===== src/sv/ecu_sqrt.sv =====
module ecu_sqrt #(
  parameter int N  = 33,
  parameter int SW = 8
) (
  input  logic             clk,
  input  logic             rst_n,
  input  logic             en,
  input  logic             in_valid,
  input  logic [2*N-1:0]   in_rad,
  input  logic [SW-1:0]    in_side,
  output logic             out_valid,
  output logic [N-1:0]     out_root,
  output logic [SW-1:0]    out_side
);

  logic [N:0]       valid_r;
  logic [2*N-1:0]   rad_r  [N+1];
  logic [N:0]       rem_r  [N+1];
  logic [N-1:0]     root_r [N+1];
  logic [SW-1:0]    side_r [N+1];

  assign valid_r[0] = in_valid;
  assign rad_r[0]   = in_rad;
  assign rem_r[0]   = '0;
  assign root_r[0]  = '0;
  assign side_r[0]  = in_side;

  for (genvar i = 0; i < N; i++) begin : g_stage
    logic [N+2:0] cur;
    logic [N+2:0] trial;
    logic [N+2:0] diff;
    logic         ge;
    logic [N:0]   rem_nxt;

    always_comb begin
      cur     = {rem_r[i], rad_r[i][2*N-1:2*N-2]};
      trial   = {1'b0, root_r[i], 2'b01};
      diff    = cur - trial;
      ge      = (cur >= trial);
      rem_nxt = ge ? diff[N:0] : cur[N:0];
    end

    always_ff @(posedge clk) begin
      if (!rst_n) begin
        valid_r[i+1] <= 1'b0;
      end else if (en) begin
        valid_r[i+1] <= valid_r[i];
      end
    end

    always_ff @(posedge clk) begin
      if (en) begin
        rad_r[i+1]  <= {rad_r[i][2*N-3:0], 2'b00};
        rem_r[i+1]  <= rem_nxt;
        root_r[i+1] <= {root_r[i][N-2:0], ge};
        side_r[i+1] <= side_r[i];
      end
    end
  end

  assign out_valid = valid_r[N];
  assign out_root  = root_r[N];
  assign out_side  = side_r[N];

endmodule


===== config.mk =====
export PLATFORM = sky130hd
export DESIGN_NAME = ecu_sqrt
export DESIGN_NICKNAME = d
export VERILOG_FILES = /design/src/sv/ecu_sqrt.sv
export SDC_FILE = /design/constraint.sdc
export NUM_CORES = 2
export LEC_CHECK = 0
export BUFFER_PORTS_ARGS = -buffer_cell sky130_fd_sc_hd__buf_4
export CAP_MARGIN = 20
export CORE_AREA = 2 2 483 485
export CTS_CLUSTER_SIZE = 14
export DETAILED_ROUTE_END_ITERATION = 10
export DIE_AREA = 0 0 485 487
export GPL_ROUTABILITY_DRIVEN = 0
export PLACE_DENSITY = 0.74
export SLEW_MARGIN = 20
export SYNTH_ARGS = -nofsm -noshare
export SYNTH_HDL_FRONTEND = slang
export SYNTH_SLANG_ARGS = --single-unit

===== constraint.sdc =====
create_clock -name clk -period 11.6 [get_ports clk]
set_clock_uncertainty 0.15 [all_clocks]
set_input_delay 0.58 -clock clk [delete_from_list [all_inputs] [get_ports clk]]
set_output_delay 0.58 -clock clk [all_outputs]
set_load 0.005 [all_outputs]

# Word level (Yosys, flattened, before mapping)
# Cells that the tools add are included.
[classes] addsub=32 reduce_logical=0 n_eq_ne=0 div=0 order_cmp=33 shifts=0 n_bitwise=0 muxes=32 mul=0
[ops] operator="two-way mux 34 bit" count=31
[ops] operator=">= comparator 36 x 10 -> 1 bit" count=1
[ops] operator=">= comparator 36 x 11 -> 1 bit" count=1
[ops] operator=">= comparator 36 x 12 -> 1 bit" count=1
[ops] operator=">= comparator 36 x 13 -> 1 bit" count=1
[ops] operator=">= comparator 36 x 14 -> 1 bit" count=1
[ops] operator=">= comparator 36 x 15 -> 1 bit" count=1
[ops] operator=">= comparator 36 x 16 -> 1 bit" count=1
[ops] operator=">= comparator 36 x 17 -> 1 bit" count=1
[ops] operator=">= comparator 36 x 18 -> 1 bit" count=1
[ops] operator=">= comparator 36 x 19 -> 1 bit" count=1
[ops] operator=">= comparator 36 x 20 -> 1 bit" count=1
[ops] operator=">= comparator 36 x 21 -> 1 bit" count=1
[ops] operator=">= comparator 36 x 22 -> 1 bit" count=1
[ops] operator=">= comparator 36 x 23 -> 1 bit" count=1
[ops] operator=">= comparator 36 x 24 -> 1 bit" count=1
[ops] operator=">= comparator 36 x 25 -> 1 bit" count=1
[ops] operator=">= comparator 36 x 26 -> 1 bit" count=1
[ops] operator=">= comparator 36 x 27 -> 1 bit" count=1
[ops] operator=">= comparator 36 x 28 -> 1 bit" count=1
[ops] operator=">= comparator 36 x 29 -> 1 bit" count=1
[ops] operator=">= comparator 36 x 3 -> 1 bit" count=1
[ops] operator=">= comparator 36 x 30 -> 1 bit" count=1
[ops] operator=">= comparator 36 x 31 -> 1 bit" count=1
[ops] operator="other kinds (43)" count=43
[totals] inputBits=78 romBits=0 output_inout_bits=42 word_cells=261 mem_bits_rw=0 n_memories=0 latchBits=0 ff_bits=2971

# Depth between registers and ports, before layout
[depth] ltp_word=2 ltp_mapped=15 ltp_nobuf=12

# Least setup slack after synthesis
# OpenSTA, ideal clock, no wires.
[synth_path] path_type="register to register" start="register rem_r, in the netlist g_stage[15].cur[16]" end="register rem_r, in the netlist g_stage[16].cur[32] (data pin)" slack_ns=7.709 arrival_ns=3.483 setup_ns=0.258 stages_incl_launch_ff=12 path_cell_list="edfxtp_1 ha_1 clkbuf_1 or4b_2 or4b_2 o2111ai_1 a211o_1 a211oi_1 nand2b_1 a221oi_1 nand3_1 xnor2_1"
[synth_via] elab_chain_cells=2
[synth_rtl] element="start: declaration" line_no="18" rtl="logic [N:0] rem_r [N+1];"
[synth_rtl] element="start signal: indexed assignment" line_no="54" rtl="rem_r[i+1] <= rem_nxt;"
[synth_rtl] element="subtractor 34 x 17 -> 34 bit or >= comparator 36 x 17 -> 1 bit (tied branches)" line_no="38, 39"
[synth_rtl] element="two-way mux 34 bit (*)" line_no="40" rtl="rem_nxt = ge ? diff[N:0] : cur[N:0];"
[synth_rtl] element="named net g_stage[15].rem_nxt[30]" line_no="33" rtl="logic [N:0] rem_nxt;"
# Mark *: on every way through the listed nets, which the timed path passes. The rest lies on a longest branch.
# A chain may end at the register's enable or synchronous reset.

# Worst setup path in the final report
[layout_path] start="register rem_r, in the netlist g_stage[31].cur[3]" end="register rem_r, in the netlist g_stage[32].cur[33] (data pin)"
[layout_via] elab_chain_cells=2
[layout_rtl] element=">= comparator 36 x 33 -> 1 bit" line_no="39" rtl="ge = (cur >= trial);"
[layout_rtl] element="named net g_stage[31].ge" line_no="32" rtl="logic ge;"
[layout_rtl] element="two-way mux 34 bit" line_no="40"
[layout_rtl] element="named net g_stage[31].rem_nxt[31]" line_no="33"
# The timed path passes the listed nets, and every way through them passes these cells.

==> impl_summary.log <==
[metrics] Mapped Avg Cell Area: 13.3 um2
[metrics] routed length on met2: 128000 um
[metrics] clock transition time at the flip-flop clock pins of the worst setup and hold paths: 0.06 ns
[metrics] num rows: 177
[metrics] share of total power in the clock network: 32.2%
[metrics] warning count from the yosys run: 0
[metrics] Seq pwr share: 47.8%
[metrics] TritonCTS clock tree: done
[metrics] final setup margin: 6.99 ns
[metrics] buffers added on ports: 119
[metrics] Post-Route Setup TNS: 0 ns
[metrics] drt pass-1 iters: 8
[metrics] Peak Freq: 217 MHz
[metrics] area inside the core boundary: 0.231 mm2
[metrics] Top Ports: 120
[metrics] Post-DRT Antenna Nets: 0
[metrics] number of vias per cell after detailed routing: 5.86
[metrics] Internal Dissipation: 21.4 mW
[metrics] Initial Utilization: 57.7%
[metrics] final global-route overflow total: 0
[metrics] maximum buffer depth of the clock tree: 4
[metrics] DRC violation total after the first TritonRoute iteration: 6858
[metrics] worst ir drop on vdd: 0.156 mV
[metrics] maximum number of pins on one net before global-route repair: 187
[metrics] count of endpoints failing hold in the final timing report: 0
[metrics] Total Die Area: 0.236 mm2
[metrics] final max-slew violation count: 0
[metrics] critical-path maximum fanout: 65
[metrics] placed wire-length estimate after detailed placement: 180000 um
[metrics] critical path start-end classification: flop to flop
[metrics] Final nets: 11100
[metrics] library cell used as clock root buffer: clkbuf_16
[metrics] metal1 wirelength: 105000 um
[metrics] GRT Util Overall: 21.7%
[metrics] combinational fraction of design power: 20.0%
[metrics] ys async rst share: 0%
[metrics] Die Width: 485 um
[metrics] worst slack at placement: 6.84 ns
[metrics] power spent charging and discharging nets: 8.26 mW
[metrics] TritonCTS Buffers: 319
[metrics] outcome: finished clean
[metrics] net count after synthesis: 10800
[metrics] number of maximum-capacitance constraint violations: 0
[metrics] WP data required: 12.09 ns
[metrics] Slew Limit Headroom: 29.6%
[metrics] via count: 80300
[metrics] total length of routed wires: 260000 um
[metrics] Unique masters post-synth: 87
[metrics] Cell Pwr Density: 200 mW/mm2
[metrics] Syn-to-layout area delta: 11.3%
[metrics] latest clock arrival within the worst-skew pair: 0.92 ns
[metrics] number of instances in the synthesized netlist: 10100
[metrics] antenna violations before repair: 5
[metrics] class of the worst hold path: input pin to flop
[metrics] number of gates given a new drive strength after cts: 0
[metrics] startpoint types: flop
[metrics] CP arrival: 5.10 ns
[metrics] routed length per instance: 19.0 um
[metrics] final critical-path share of the clock period: 39.7%
[metrics] Netlist Area Pre-Place: 0.134 mm2
[metrics] number of enable-type register cells in the synthesized netlist: 2918
[metrics] predominant post-synthesis flop cell: edfxtp_1
[metrics] P_leak: 56.6 nW
[metrics] time the worst path needs with I/O delays and setup: 4.61 ns
[metrics] DR DRC count: 0
[metrics] proportion of layout cells with a drive suffix above 1: 7.20%
[metrics] via count of the first global-routing pass: 79400
[metrics] Tightest Pin Transition: 1.06 ns
[metrics] Final setup violation count: 0
[metrics] proportion of total power due to net switching: 27.8%
[metrics] register bit count reported by yosys: 2951
[metrics] final instance area: 0.149 mm2
[metrics] Critical Path Sink Type: flop
[metrics] total placed instance area: 0.138 mm2
[metrics] die span in y: 487 um
[metrics] H-tree depth: 5
[metrics] portion of the post-synthesis area used by sequential elements: 66.1%
[metrics] highest routed metal layer: met5
[metrics] setup repair after global routing missed its margin: no
[metrics] wire length of the first global-routing pass: 414000 um
[metrics] TritonCTS Sinks: 2951
[metrics] met3 WL: 12600 um
## final timing paths
check | startpoint | endpoint | slack [ns] | cells past startpoint
worst max-delay path | g_stage[31].cur[3] | g_stage[32].cur[33] | 6.99 | 12
worst max register to register | g_stage[31].cur[3] | g_stage[32].cur[33] | 6.99 | 12
worst min register to register | rad_r[1805] | rad_r[1741] | 0.23 | 0
worst min-delay path | en | rad_r[2150] | 0.02 | 1
## layer usage
metal	vias to the layer above	global-route usage (%)
met5	-	0
met2	2661	37.3
met3	816	2.99
li1	38100	-
met1	38600	26.9
met4	6	10.9
## flip-flops by register name, indices dropped and copies added (netlist names)
name,flops
rad_r,992
side_r,256
out_root,33
g_stage.cur,1101
out_valid,1
valid_r,32
g_stage.trial,528
out_side,8
## critical path, cell delays in order (launching register included)
cell       delay (ns)
edfxtp_1         0.40
ha_1             0.36
o21ai_0          0.28
a21oi_1          0.13
nor3_1           0.22
o31ai_1          0.17
o2111ai_1        0.52
nand4b_1         0.28
a21oi_4          0.18
buf_4            0.50
inv_1            0.20
and4_1           0.23
or4b_2           0.67
## cells by family after synthesis
family                     count (synthesis)  synth area share [%]
xor gates and xnor gates                 863                  5.66
and+or+nand+nor                         2555                  9.61
muxes                                    107                 0.861
DFF                                     2951                  66.1
buffers and inverters                   1010                  2.87
adders and majority gates                596                  5.58
AOI/OAI and AO/OA                       1993                  9.29
other                                      1               0.00281
## layout make-up
type | count | area [um2]
antenna | 3 | 7.51
clock buffer | 390 | 8390
clock inverter | 163 | 1440
fill | 16500 | 82800
inverter | 783 | 2940
multi-input combinational | 6115 | 41500
sequential | 2951 | 88300
tap | 3043 | 3810
timing repair buffer | 250 | 2230
## placed cells by master (no fill, tap or decap), types with 56 or more instances in the layout
cell type and instances:
a21o_1 268, a21oi_1 588, and3_1 56, buf_4 160, clkbuf_1 64, clkbuf_16 325
clkinv_1 63, dlygate4sd3_1 78, edfxtp_1 2918, ha_1 596, inv_1 778, mux2_2 63
nand2_1 653, nand2b_1 108, nand3_1 165, nand4_1 135, nor2_1 560, nor2b_1 115
nor3_1 257, nor4_1 132, o21a_1 98, o21ai_0 518, o31ai_1 73, or3_1 86
or4_1 70, xnor2_1 429, xor2_1 434
## through the flow
stage / hold slack [ns] / util, % / std cells / power [mW]
6_report: 0.0164 / 64.2 / 13700 / 29.7
5_1_grt: 0.0302 / 64.2 / 13700 / 31.1
4_1_cts: 0.0111 / 64.2 / 13700 / 29.9
3_5_place_dp: 0.255 / 59.6 / 13100 / 20.2
3_3_place_gp: 0.251 / 59.6 / 13100 / 19.9
2_1_floorplan: 0.250 / - / 10100 / 18.4
## Yosys cell counts, types with 135 or more instances
master    number  area [um2]
nand4_1      135         845
a21oi_1      590        2950
xor2_1       434        3800
ha_1         596        7460
nand3_1      165         826
clkbuf_1     198         743
a21o_1       268        2010
nor3_1       258        1290
nor2_1       560        2100
xnor2_1      429        3760
inv_1        779        2920
nand2_1      653        2450
o21ai_0      518        2590
edfxtp_1    2918       87600
## timing repair
action                                 4_1_cts  5_1_grt
hold buffers                                78        0
setup buffers                                0        0
endpoints found under the hold margin      108        0
setup endpoints to repair                    0        0
## power groups by stage
stage | sequential [mW] | combinational (mW) | clock (mW)
2_1_floorplan | 14.0 | 4.32 | 0
3_3_place_gp | 14.4 | 5.54 | 0
3_5_place_dp | 14.4 | 5.76 | 0
4_1_cts | 14.2 | 5.83 | 9.82
5_1_grt | 14.3 | 6.55 | 10.2
6_report | 14.2 | 5.93 | 9.57
Note: power is estimated with default switching activity, not from simulation.
